--- src/rtl/tdssd_pkg.sv ---
// Shared types, constants and glyph tables of the three-digit seven-segment driver.
// Has no dependencies; all files but the two interfaces refer to it by scoped names.
package tdssd_pkg;

	// Operation carried by a command word.
	typedef enum logic [1:0] {
		FUNC_TICK  = 2'd0,
		FUNC_CHAR  = 2'd1,
		FUNC_VALUE = 2'd2,
		FUNC_POINT = 2'd3
	} func_t;

	// Class of a string character after decoding.
	typedef enum logic [1:0] {
		CHR_END,
		CHR_GLYPH,
		CHR_POINT,
		CHR_SKIP
	} chr_kind_t;

	// Digit codes and port levels.
	localparam logic [7:0] BlankCode = 8'h20;
	localparam logic [7:0] PointBit  = 8'h80;
	localparam logic [7:0] MinusCode = 8'd16;
	localparam logic [7:0] ECode     = 8'd14;
	localparam logic [7:0] HCode     = 8'd17;
	localparam logic [7:0] ZeroCode  = 8'd0;
	localparam int         Glyphs    = 18;
	localparam int         Digits    = 3;
	localparam logic [1:0] NoPoint   = 2'd3;

	// Character codes recognized in a string.
	localparam logic [7:0] ChrNul   = 8'h00;
	localparam logic [7:0] ChrZero  = 8'h30;
	localparam logic [7:0] ChrNine  = 8'h39;
	localparam logic [7:0] ChrLowA  = 8'h61;
	localparam logic [7:0] ChrLowF  = 8'h66;
	localparam logic [7:0] ChrUpA   = 8'h41;
	localparam logic [7:0] ChrUpF   = 8'h46;
	localparam logic [7:0] ChrMinus = 8'h2D;
	localparam logic [7:0] ChrLowH  = 8'h68;
	localparam logic [7:0] ChrUpH   = 8'h48;
	localparam logic [7:0] ChrSpace = 8'h20;
	localparam logic [7:0] ChrDot   = 8'h2E;
	localparam logic [7:0] LowHexOffset = 8'h57;
	localparam logic [7:0] UpHexOffset  = 8'h37;

	// Segment masks per glyph; a set bit pulls that pin low (lit).
	localparam logic [7:0] SegB [Glyphs] = '{
		8'd48, 8'd0, 8'd16, 8'd16, 8'd32, 8'd48, 8'd48, 8'd16, 8'd48,
		8'd48, 8'd48, 8'd32, 8'd48, 8'd0, 8'd48, 8'd48, 8'd0, 8'd32
	};
	localparam logic [7:0] SegC [Glyphs] = '{
		8'd160, 8'd160, 8'd96, 8'd224, 8'd224, 8'd192, 8'd192, 8'd160, 8'd224,
		8'd224, 8'd224, 8'd192, 8'd0, 8'd224, 8'd64, 8'd64, 8'd64, 8'd192
	};
	localparam logic [7:0] SegD [Glyphs] = '{
		8'd6, 8'd0, 8'd6, 8'd4, 8'd0, 8'd4, 8'd6, 8'd0, 8'd6,
		8'd4, 8'd2, 8'd6, 8'd6, 8'd6, 8'd6, 8'd2, 8'd0, 8'd2
	};

	typedef logic [Digits-1:0][7:0] codes_t;

	// Command word held in the input register.
	typedef struct packed {
		func_t              func;
		logic [7:0]         char_code;
		logic               first_of_string;
		logic signed [10:0] value;
		logic               voltmeter;
		logic [1:0]         position;
	} cmd_t;

	// Decoded string character.
	typedef struct packed {
		chr_kind_t  kind;
		logic [7:0] code;
	} chr_t;

	// Buffer contents produced by an integer command.
	typedef struct packed {
		codes_t codes;
		logic   scan_clr;
	} val_upd_t;

	// Pin levels for one digit.
	typedef struct packed {
		logic [1:0] pb;
		logic [2:0] pc;
		logic [2:0] pd;
	} seg_lvl_t;

	// Result word of a scan tick.
	typedef struct packed {
		logic [2:0] anode;
		seg_lvl_t   lvl;
	} disp_t;

endpackage

--- src/rtl/tdssd_cmd_if.sv ---
// Command channel of the three-digit seven-segment driver: valid, ready and one command word.
// Depends on nothing.
interface tdssd_cmd_if;
	logic               valid;
	logic               ready;
	logic [1:0]         func;
	logic [7:0]         char_code;
	logic               first_of_string;
	logic signed [10:0] value;
	logic               voltmeter;
	logic [1:0]         position;

	modport source (output valid, func, char_code, first_of_string, value, voltmeter,
		position, input ready);
	modport sink (input valid, func, char_code, first_of_string, value, voltmeter,
		position, output ready);
endinterface

--- src/rtl/tdssd_disp_if.sv ---
// Display channel of the three-digit seven-segment driver: anode select and port levels.
// Depends on nothing.
interface tdssd_disp_if;
	logic       valid;
	logic       ready;
	logic [2:0] anode;
	logic [1:0] port_b_level;
	logic [2:0] port_c_level;
	logic [2:0] port_d_level;

	modport source (output valid, anode, port_b_level, port_c_level, port_d_level,
		input ready);
	modport sink (input valid, anode, port_b_level, port_c_level, port_d_level,
		output ready);
endinterface

--- src/rtl/tdssd_char_dec.sv ---
// String character decoder: classifies an ASCII character and gives its digit code.
// Depends on tdssd_pkg.
module tdssd_char_dec (
	input  logic [7:0]      char_code,
	output tdssd_pkg::chr_t chr
);

	// Map the character to a glyph code, a point, the terminator or nothing.
	always_comb begin
		chr.kind = tdssd_pkg::CHR_SKIP;
		chr.code = tdssd_pkg::BlankCode;
		case (char_code) inside
			tdssd_pkg::ChrNul: begin
				chr.kind = tdssd_pkg::CHR_END;
			end
			[tdssd_pkg::ChrZero:tdssd_pkg::ChrNine]: begin
				chr.kind = tdssd_pkg::CHR_GLYPH;
				chr.code = char_code - tdssd_pkg::ChrZero;
			end
			[tdssd_pkg::ChrLowA:tdssd_pkg::ChrLowF]: begin
				chr.kind = tdssd_pkg::CHR_GLYPH;
				chr.code = char_code - tdssd_pkg::LowHexOffset;
			end
			[tdssd_pkg::ChrUpA:tdssd_pkg::ChrUpF]: begin
				chr.kind = tdssd_pkg::CHR_GLYPH;
				chr.code = char_code - tdssd_pkg::UpHexOffset;
			end
			tdssd_pkg::ChrMinus: begin
				chr.kind = tdssd_pkg::CHR_GLYPH;
				chr.code = tdssd_pkg::MinusCode;
			end
			tdssd_pkg::ChrLowH, tdssd_pkg::ChrUpH: begin
				chr.kind = tdssd_pkg::CHR_GLYPH;
				chr.code = tdssd_pkg::HCode;
			end
			tdssd_pkg::ChrSpace: begin
				chr.kind = tdssd_pkg::CHR_GLYPH;
				chr.code = tdssd_pkg::BlankCode;
			end
			tdssd_pkg::ChrDot: begin
				chr.kind = tdssd_pkg::CHR_POINT;
			end
			default: begin
				chr.kind = tdssd_pkg::CHR_SKIP;
			end
		endcase
	end

endmodule

--- src/rtl/tdssd_val_conv.sv ---
// Integer to digit-code conversion for the three-digit buffer, with sign and range handling.
// Depends on tdssd_pkg.
module tdssd_val_conv (
	input  logic signed [10:0]   value,
	input  logic                 voltmeter,
	output tdssd_pkg::val_upd_t  upd
);

	logic               neg;
	logic               out_of_range;
	logic               is_zero;
	logic signed [10:0] neg_value;
	logic [9:0]         mag;
	logic [17:0]        prod_tens;
	logic [15:0]        prod_hund;
	logic [6:0]         quot_ten;
	logic [3:0]         hund;
	logic [9:0]         ones_full;
	logic [6:0]         tens_full;
	logic [7:0]         pad;
	logic [7:0]         ones_code;
	logic [7:0]         tens_code;
	logic [7:0]         hund_code;

	// Sign, range and magnitude.
	assign neg          = value[10];
	assign out_of_range = (value < -11'sd99) || (value > 11'sd999);
	assign is_zero      = (value == 11'sd0);
	assign neg_value    = -value;
	assign mag          = neg ? neg_value[9:0] : value[9:0];

	// Division by ten and by a hundred as reciprocal multiplies, exact below one thousand.
	assign prod_tens = 18'(mag) * 18'd205;
	assign prod_hund = 16'(mag) * 16'd41;
	assign quot_ten  = prod_tens[17:11];
	assign hund      = prod_hund[15:12];
	assign ones_full = mag - 10'(quot_ten) * 10'd10;
	assign tens_full = quot_ten - 7'(hund) * 7'd10;
	assign ones_code = {4'd0, ones_full[3:0]};
	assign tens_code = {4'd0, tens_full[3:0]};
	assign hund_code = {4'd0, hund};

	assign pad = voltmeter ? tdssd_pkg::ZeroCode : tdssd_pkg::BlankCode;

	// Show --E out of range, else digits right-aligned, a minus sign left, the voltmeter point.
	always_comb begin
		upd.scan_clr = !is_zero;
		if (out_of_range) begin
			upd.codes[0] = tdssd_pkg::MinusCode;
			upd.codes[1] = tdssd_pkg::MinusCode;
			upd.codes[2] = tdssd_pkg::ECode;
		end else begin
			upd.codes[2] = ones_code;
			if (quot_ten != 7'd0) begin
				upd.codes[1] = tens_code;
			end else if (neg) begin
				upd.codes[1] = tdssd_pkg::MinusCode;
			end else begin
				upd.codes[1] = pad;
			end
			if (hund != 4'd0) begin
				upd.codes[0] = hund_code;
			end else if (neg && quot_ten != 7'd0) begin
				upd.codes[0] = tdssd_pkg::MinusCode;
			end else begin
				upd.codes[0] = pad;
			end
			if (voltmeter && !is_zero) begin
				upd.codes[0] = upd.codes[0] | tdssd_pkg::PointBit;
			end
		end
	end

endmodule

--- src/rtl/tdssd_seg_enc.sv ---
// Segment encoder: turns one digit code into the port pin levels (high is dark).
// Depends on tdssd_pkg.
module tdssd_seg_enc (
	input  logic [7:0]          code,
	output tdssd_pkg::seg_lvl_t lvl
);

	logic [6:0] glyph;
	logic       lit;
	logic [4:0] idx;
	logic [7:0] seg_b;
	logic [7:0] seg_c;
	logic [7:0] seg_d;

	assign glyph = code[6:0];
	assign lit   = (glyph < 7'(tdssd_pkg::Glyphs));
	assign idx   = glyph[4:0];

	// Table lookup; codes without a glyph leave every segment dark.
	always_comb begin
		seg_b = 8'd0;
		seg_c = 8'd0;
		seg_d = 8'd0;
		if (lit) begin
			seg_b = tdssd_pkg::SegB[idx];
			seg_c = tdssd_pkg::SegC[idx];
			seg_d = tdssd_pkg::SegD[idx];
		end
	end

	// Lit segments drive their pins low; a set point bit drives the point pin low.
	assign lvl.pb = ~seg_b[5:4];
	assign lvl.pc = ~seg_c[7:5];
	assign lvl.pd = {~code[7], ~seg_d[2:1]};

endmodule

--- src/rtl/three_digit_seven_segment_driver_unit.sv ---
// Three-digit multiplexed seven-segment driver. Every command word is registered on acceptance
// and its buffer update is applied when it leaves the input register, so a new word is accepted
// every cycle but while a tick stalls. A scan tick passes the input register and then returns one
// display word from an output register; the only stall comes when a tick meets an output register
// that still holds an untaken display word, and then the input register holds the tick until the
// display side takes it. Strings are right-aligned when the NUL terminator arrives; integers
// outside -99..999 show "--E".
// Depends on tdssd_pkg, tdssd_cmd_if, tdssd_disp_if, tdssd_char_dec, tdssd_val_conv, tdssd_seg_enc.
module three_digit_seven_segment_driver_unit (
	input logic          clk,
	input logic          arst_n,
	tdssd_cmd_if.sink    cmd,
	tdssd_disp_if.source disp
);

	logic                  valid_s1;
	tdssd_pkg::cmd_t       cmd_s1;
	logic                  disp_valid_q;
	tdssd_pkg::disp_t      disp_q;
	tdssd_pkg::codes_t     digit_q;
	logic [1:0]            scan_q;
	logic [7:0]            parse_q [tdssd_pkg::Digits];
	logic [1:0]            count_q;

	logic                  is_tick;
	logic                  out_free;
	logic                  adv;
	tdssd_pkg::chr_t       chr;
	tdssd_pkg::val_upd_t   val_upd;
	tdssd_pkg::seg_lvl_t   lvl;
	logic [1:0]            scan_idx;
	logic [1:0]            scan_nxt;
	logic [7:0]            cur_code;
	tdssd_pkg::codes_t     digit_d;
	logic [1:0]            scan_d;
	logic [1:0]            count_d;
	logic [1:0]            cnt_eff;
	logic [2:0]            parse_we;
	logic [7:0]            parse_wd [tdssd_pkg::Digits];

	// Handshake: the input register moves on unless a tick meets a full output register.
	assign is_tick   = (cmd_s1.func == tdssd_pkg::FUNC_TICK);
	assign out_free  = !disp_valid_q || disp.ready;
	assign adv       = valid_s1 && (!is_tick || out_free);
	assign cmd.ready = !valid_s1 || adv;

	// Input register.
	always_ff @(posedge clk or negedge arst_n) begin
		if (!arst_n) begin
			valid_s1 <= 1'b0;
		end else if (cmd.ready) begin
			valid_s1 <= cmd.valid;
		end
	end

	always_ff @(posedge clk) begin
		if (cmd.valid && cmd.ready) begin
			cmd_s1.func            <= tdssd_pkg::func_t'(cmd.func);
			cmd_s1.char_code       <= cmd.char_code;
			cmd_s1.first_of_string <= cmd.first_of_string;
			cmd_s1.value           <= cmd.value;
			cmd_s1.voltmeter       <= cmd.voltmeter;
			cmd_s1.position        <= cmd.position;
		end
	end

	tdssd_char_dec u_char_dec (
		.char_code (cmd_s1.char_code),
		.chr       (chr)
	);

	tdssd_val_conv u_val_conv (
		.value     (cmd_s1.value),
		.voltmeter (cmd_s1.voltmeter),
		.upd       (val_upd)
	);

	// Scan position and the code of the digit being lit.
	assign scan_idx = (scan_q == 2'd3) ? 2'd0 : scan_q;
	assign scan_nxt = (scan_idx == 2'd2) ? 2'd0 : scan_idx + 2'd1;
	assign cur_code = digit_q[scan_idx];

	tdssd_seg_enc u_seg_enc (
		.code (cur_code),
		.lvl  (lvl)
	);

	// Next buffer, scan and parse state for the word in the input register.
	always_comb begin
		digit_d  = digit_q;
		scan_d   = scan_q;
		count_d  = count_q;
		cnt_eff  = count_q;
		parse_we = 3'b000;
		for (int i = 0; i < tdssd_pkg::Digits; i++) begin
			parse_wd[i] = parse_q[i];
		end
		case (cmd_s1.func)
			tdssd_pkg::FUNC_TICK: begin
				scan_d = scan_nxt;
			end
			tdssd_pkg::FUNC_CHAR: begin
				if (cmd_s1.first_of_string) begin
					digit_d = {tdssd_pkg::Digits{tdssd_pkg::BlankCode}};
					scan_d  = 2'd0;
					cnt_eff = 2'd0;
					count_d = 2'd0;
				end
				if (chr.kind == tdssd_pkg::CHR_END) begin
					// Commit the parsed codes right-aligned, blanks on the left.
					digit_d = {tdssd_pkg::Digits{tdssd_pkg::BlankCode}};
					case (cnt_eff)
						2'd1: begin
							digit_d[2] = parse_q[0];
						end
						2'd2: begin
							digit_d[1] = parse_q[0];
							digit_d[2] = parse_q[1];
						end
						2'd3: begin
							digit_d[0] = parse_q[0];
							digit_d[1] = parse_q[1];
							digit_d[2] = parse_q[2];
						end
						default: begin
							digit_d[2] = tdssd_pkg::BlankCode;
						end
					endcase
					scan_d  = 2'd0;
					count_d = 2'd0;
				end else if (cnt_eff != 2'd3) begin
					if (chr.kind == tdssd_pkg::CHR_GLYPH) begin
						for (int i = 0; i < tdssd_pkg::Digits; i++) begin
							if (2'(i) == cnt_eff) begin
								parse_we[i] = 1'b1;
								parse_wd[i] = chr.code;
							end
						end
						count_d = cnt_eff + 2'd1;
					end else if (chr.kind == tdssd_pkg::CHR_POINT) begin
						if (cnt_eff == 2'd0) begin
							// A leading point makes a blank digit with its point lit.
							parse_we[0] = 1'b1;
							parse_wd[0] = tdssd_pkg::BlankCode | tdssd_pkg::PointBit;
							count_d     = 2'd1;
						end else begin
							for (int i = 0; i < tdssd_pkg::Digits; i++) begin
								if (2'(i) == cnt_eff - 2'd1) begin
									parse_we[i] = 1'b1;
									parse_wd[i] = parse_q[i] | tdssd_pkg::PointBit;
								end
							end
						end
					end
				end
			end
			tdssd_pkg::FUNC_VALUE: begin
				digit_d = val_upd.codes;
				if (val_upd.scan_clr) begin
					scan_d = 2'd0;
				end
			end
			tdssd_pkg::FUNC_POINT: begin
				for (int i = 0; i < tdssd_pkg::Digits; i++) begin
					if (cmd_s1.position != tdssd_pkg::NoPoint && 2'(i) == cmd_s1.position) begin
						digit_d[i] = digit_q[i] | tdssd_pkg::PointBit;
					end
				end
			end
			default: begin
				scan_d = scan_q;
			end
		endcase
	end

	// Buffer and control state.
	always_ff @(posedge clk or negedge arst_n) begin
		if (!arst_n) begin
			digit_q <= {tdssd_pkg::Digits{tdssd_pkg::BlankCode}};
			scan_q  <= 2'd0;
			count_q <= 2'd0;
		end else if (adv) begin
			digit_q <= digit_d;
			scan_q  <= scan_d;
			count_q <= count_d;
		end
	end

	// Parse buffer; each entry is read only after it has been written.
	always_ff @(posedge clk) begin
		for (int i = 0; i < tdssd_pkg::Digits; i++) begin
			if (adv && parse_we[i]) begin
				parse_q[i] <= parse_wd[i];
			end
		end
	end

	// Output register for the display word.
	always_ff @(posedge clk or negedge arst_n) begin
		if (!arst_n) begin
			disp_valid_q <= 1'b0;
		end else if (adv && is_tick) begin
			disp_valid_q <= 1'b1;
		end else if (disp.ready) begin
			disp_valid_q <= 1'b0;
		end
	end

	always_ff @(posedge clk) begin
		if (adv && is_tick) begin
			disp_q.anode <= 3'b001 << scan_idx;
			disp_q.lvl   <= lvl;
		end
	end

	assign disp.valid        = disp_valid_q;
	assign disp.anode        = disp_q.anode;
	assign disp.port_b_level = disp_q.lvl.pb;
	assign disp.port_c_level = disp_q.lvl.pc;
	assign disp.port_d_level = disp_q.lvl.pd;

	// The scan never leaves the three digit positions.
	assert property (@(posedge clk) disable iff (!arst_n) scan_q != 2'd3)
		else $error("scan index out of range");

	// A tick leaving the input register always yields a display word next cycle.
	assert property (@(posedge clk) disable iff (!arst_n) (adv && is_tick) |=> disp_valid_q)
		else $error("tick produced no display word");

	// A displayed word selects exactly one digit.
	assert property (@(posedge clk) disable iff (!arst_n) disp_valid_q |-> $onehot(disp_q.anode))
		else $error("anode select not one-hot");

	// A held display word is not overwritten by a non-tick command.
	assert property (@(posedge clk) disable iff (!arst_n)
		(disp_valid_q && !disp.ready && !(adv && is_tick)) |=> $stable(disp_q))
		else $error("held display word changed");

endmodule
--- src/flat_wrapper.sv ---
// flat-port wrapper written by rule: the top's interface ports become plain ports
module three_digit_seven_segment_driver_unit_flat 
  (clk, arst_n, cmd_valid, cmd_func, cmd_char_code, cmd_first_of_string, cmd_value, cmd_voltmeter, cmd_position, cmd_ready, disp_valid, disp_anode, disp_port_b_level, disp_port_c_level, disp_port_d_level, disp_ready);
  tdssd_cmd_if cmd_i ();
  tdssd_disp_if disp_i ();
  input logic clk;
  input logic arst_n;
  input wire logic [$bits(cmd_i.valid)-1:0] cmd_valid;
  input wire logic [$bits(cmd_i.func)-1:0] cmd_func;
  input wire logic [$bits(cmd_i.char_code)-1:0] cmd_char_code;
  input wire logic [$bits(cmd_i.first_of_string)-1:0] cmd_first_of_string;
  input wire logic [$bits(cmd_i.value)-1:0] cmd_value;
  input wire logic [$bits(cmd_i.voltmeter)-1:0] cmd_voltmeter;
  input wire logic [$bits(cmd_i.position)-1:0] cmd_position;
  output wire logic [$bits(cmd_i.ready)-1:0] cmd_ready;
  output wire logic [$bits(disp_i.valid)-1:0] disp_valid;
  output wire logic [$bits(disp_i.anode)-1:0] disp_anode;
  output wire logic [$bits(disp_i.port_b_level)-1:0] disp_port_b_level;
  output wire logic [$bits(disp_i.port_c_level)-1:0] disp_port_c_level;
  output wire logic [$bits(disp_i.port_d_level)-1:0] disp_port_d_level;
  input wire logic [$bits(disp_i.ready)-1:0] disp_ready;
  assign cmd_i.valid = cmd_valid;
  assign cmd_i.func = cmd_func;
  assign cmd_i.char_code = cmd_char_code;
  assign cmd_i.first_of_string = cmd_first_of_string;
  assign cmd_i.value = cmd_value;
  assign cmd_i.voltmeter = cmd_voltmeter;
  assign cmd_i.position = cmd_position;
  assign cmd_ready = cmd_i.ready;
  assign disp_valid = disp_i.valid;
  assign disp_anode = disp_i.anode;
  assign disp_port_b_level = disp_i.port_b_level;
  assign disp_port_c_level = disp_i.port_c_level;
  assign disp_port_d_level = disp_i.port_d_level;
  assign disp_i.ready = disp_ready;
  three_digit_seven_segment_driver_unit u_core (.clk(clk), .arst_n(arst_n), .cmd(cmd_i), .disp(disp_i));
endmodule
--- config.mk ---
export PLATFORM = sky130hd
export DESIGN_NAME = three_digit_seven_segment_driver_unit_flat
export DESIGN_NICKNAME = d
export VERILOG_FILES = /design/src/rtl/tdssd_pkg.sv /design/src/rtl/tdssd_cmd_if.sv /design/src/rtl/tdssd_disp_if.sv /design/src/rtl/tdssd_char_dec.sv /design/src/rtl/tdssd_val_conv.sv /design/src/rtl/tdssd_seg_enc.sv /design/src/rtl/three_digit_seven_segment_driver_unit.sv /design/src/flat_wrapper.sv
export SDC_FILE = /design/constraint.sdc
export NUM_CORES = 1
export LEC_CHECK = 0
export BUFFER_PORTS_ARGS = -buffer_cell sky130_fd_sc_hd__clkbuf_2
export CAP_MARGIN = 20
export CORE_UTILIZATION = 25
export DETAILED_ROUTE_END_ITERATION = 10
export GPL_TIMING_DRIVEN = 0
export PLACE_DENSITY_LB_ADDON = 0.25
export SLEW_MARGIN = 20
export SYNTH_ARGS = -nofsm -noshare
export SYNTH_HDL_FRONTEND = slang
export SYNTH_SLANG_ARGS = --single-unit
--- constraint.sdc ---
create_clock -name clk -period 5.7 [get_ports clk]
set_input_delay 1.71 -clock clk [delete_from_list [all_inputs] [get_ports clk]]
set_output_delay 1.71 -clock clk [all_outputs]
set_load 0.005 [all_outputs]
==> metrics <==
outcome=finished with violations; failing checks=negative setup slack; RSZ-0062 raised after global routing=yes; Clock Latency Late Sink=approximately 360 ps; Final setup viols=1; Layout Nets=between 1000 and 1500; Routed WL=around 18000 microns; Final Non-Filler Cells=1253; hold path depth=2; final worst path period share=100%; number of H-tree levels=3; Crit-path slowest cell=edfxtp_1; initial drt markers=about 280; startpoint types=flip-flop; Worst Max-Slew Pin Slew=between 900 and 1000 ps; syn_nets=between 900 and 1000; Routed WL per cell=~14 microns; clk slew on worst S/H paths=roughly 70 ps; Cells after Synth=roughly 770; clk buf depth=2; final worst slack=-18.9 ps; GRT overflow=0; pin count of the biggest net entering global routing=31; main area contributors after synthesis=edfxtp_1 (24%), ha_1 (20%), dfrtp_1 (9.1%); CTS Buf Count=9; Hold Violations, Final=0; Core ar.=about 0.029 sq mm; Worst path max stage delay=490 ps; Max Freq=0.175 GHz; total power draw=~4.3 mW; Final Slew Violations=0; drc violations=0; Setup Skew=between 10 and 15 ps; reg2reg start=u_core.cmd_s1[6]; post-route ant nets=0; die height=between 150 and 200 microns; share of layout cells above drive strength 1=a little under a fifth; RePlAce Congestion=a little over 0.8; peak supply drop=around 0.28 mV; DPL Wire Length=between 10000 and 15000 microns; Placement Setup Slack=-929 ps; drt first pass iters=5; synthesis-stage register bit count=90; clock tree from TritonCTS=done; Worst Path Required=between 5000 and 6000 ps; Max Cap Violations=0; first-pass GRT wire length=between 30000 and 40000 microns; Final Critical Period=about 5700 ps; Cell variety after synth=67; CP Class=flip-flop to flip-flop; most common cell in the netlist=ha_1; crit-path max FO=4; initial core utilization=approximately 26%; final core occ=between 30% and 40%; Post-synth EDFFs=60; vias in the first global route=approximately 5800; Pleak=about 3.9 nW; Cell Area, Synth=around 0.0075 sq mm; Synth top area share=approximately a quarter; Synth area leader=edfxtp_1; Port Buffers=41; Yosys warnings=0; Hold Crit Endpoint=u_core.digit_q[21]; worst reg2reg path endpoint=u_core.digit_q[19]; cell mode on critical path=fa_1; CTS root buffer=clkbuf_16; ys async rst share=~33%; vias per cell=around 4.6; final setup TNS=-18.9 ps; WP buf/inv=3; Slew headroom=between 30% and 40%; gr usage total=between 10% and 20%; hold_sp=u_core.digit_q[21]; Hold Path Class=flip-flop to flip-flop; critical path capture point type=flip-flop; register area share after synthesis=34.3%; CP Cell Sequence=nor4_4, nand2_2, nor3_2, nor2_2, xor2_4, ha_4, inv_2, fa_1, fa_1, inv_1, fa_1, ha_4, nand3_4, a211oi_4, nor3b_4, xnor2_2, ha_2, inv_2, fa_2, xor2_1, xnor2_1, and3_1, o32a_1, o21ai_1; cell class contributing the biggest share of worst-path delay=adder cells; Die Width=around 170 microns; via count=~5800; WP data arrival=6000 ps; Sink Count=90; pwr/cell area=around 470 mW/mm^2; Placed Cells incl. Taps=1198; die area=between 0.03 and 0.04 sq mm; initial antenna violation count=0; Syn Area/Cell=roughly 9.6 sq um; top_reg_cell synth=edfxtp_1; reg-to-reg setup timing slack=-20 ps; reg2reg path depth=24; Synth top cells by count=ha_1 (117), inv_1 (84), nand2_1 (70), nor2_1 (68), edfxtp_1 (60); Layout area overhead=22.6%; row count=a little over 60; ANT cells=0; # IOs=42
area by class of cell:
| class | count | area (sq um) |
|---|---|---|
| clock buffer | 9 | 225 |
| inverter | 84 | 315 |
| fill | 3030 | 19900 |
| clock inverter | 7 | 75.1 |
| tap | 384 | 480 |
| multi-input combinational | 578 | 4880 |
| timing repair buffer | 80 | 514 |
| sequential | 90 | 2560 |
| buffer | 21 | 95.1 |
metrics by stage:
| stage | hold WS, ps | instance area (sq um) |
|---|---|---|
| 6_report | 469 | 9140 |
| 5_1_grt | 500 | 9140 |
| 4_1_cts | 472 | 8990 |
| 3_5_place_dp | 460 | 8250 |
| 3_3_place_gp | 452 | 8240 |
| 2_1_floorplan | 439 | 7550 |
sequential cells by signal, summed over array words and instances, names as in the netlist:
register / count
u_core.disp.port_c_level: 3
u_core.count_q: 2
u_core.valid_s1: 1
u_core.parse_q: 24
u_core.disp.anode: 3
u_core.cmd_s1: 25
u_core.scan_q: 2
u_core.disp.port_b_level: 2
u_core.disp.valid: 1
u_core.digit_q: 24
u_core.disp.port_d_level: 3
worst reg2reg max path: stages, from the launching register on:
cell and delay, ps:
edfxtp_1 490, nor4_4 310, nand2_2 130, nor3_2 180, nor2_2 80, xor2_4 170
ha_4 290, inv_2 40, fa_1 450, fa_1 490, inv_1 50, fa_1 490
ha_4 320, nand3_4 80, a211oi_4 260, nor3b_4 90, xnor2_2 200, ha_2 220
inv_2 40, fa_2 340, xor2_1 170, xnor2_1 140, and3_1 180, o32a_1 340
o21ai_1 110
report_power, final:
part           internal, mW  total, mW  switching, mW
Clock                 0.344      0.611          0.267
Sequential            0.786      0.833         0.0471
Combinational          1.32       2.83           1.50
Total                  2.45       4.27           1.81
repair_timing:
action,4_1_cts,5_1_grt
hold endpoints to repair,0,0
endpoints found under the setup margin,10,9
hold buffers,0,0
gates resized for setup,36,18
pin swaps,27,13
buffers inserted,29,10
cloned,0,0
routing by layer:
| layer | share of wire (%) | track usage (%) | vias to the layer above |
|---|---|---|---|
| met4 | 0.93 | 2.25 | 0 |
| met5 | 0 | 0 | - |
| met2 | 45 | 19.9 | 101 |
| li1 | - | - | 2962 |
| met3 | 3.0 | 2.35 | 14 |
| met1 | 51 | 16.8 | 2717 |
how the worst max path moves through the flow:
stage | start | end | slack, ps | depth (start not counted)
final | u_core.cmd_s1[6] | u_core.digit_q[19] | -20 | 24
after global routing | u_core.cmd_s1[6] | u_core.digit_q[19] | -250 | 24
after CTS | u_core.cmd_s1[8] | u_core.digit_q[19] | -50 | 24
after detailed placement | u_core.cmd_s1[3] | u_core.digit_q[19] | -930 | 23
after global placement | u_core.cmd_s1[3] | u_core.digit_q[19] | -940 | 23
after floorplan | u_core.cmd_s1[5] | u_core.digit_q[19] | 10 | 25
cell families (layout without fill, tap and decap cells):
logic type,after synthesis,in the layout,synth area share [%]
AOI/OAI and AO/OA,172,172,15.7
and+or+nand+nor,227,227,14.1
DFF,90,90,34.3
buffers and inverters,105,201,5.47
xor gates and xnor gates,31,31,3.64
muxes,9,9,1.24
adders and majority gates,139,139,25.5
cell usage in the layout (no fill, tap or decap), types with 15 or more instances in the layout:
cell type,instances
nand2_1,66
ha_1,108
clkbuf_1,15
buf_4,39
clkbuf_2,41
a21oi_1,41
inv_1,77
o21ai_0,29
fa_1,21
edfxtp_1,60
nor2_1,65
dfrtp_1,27
(Power assumes the default switching activity.)
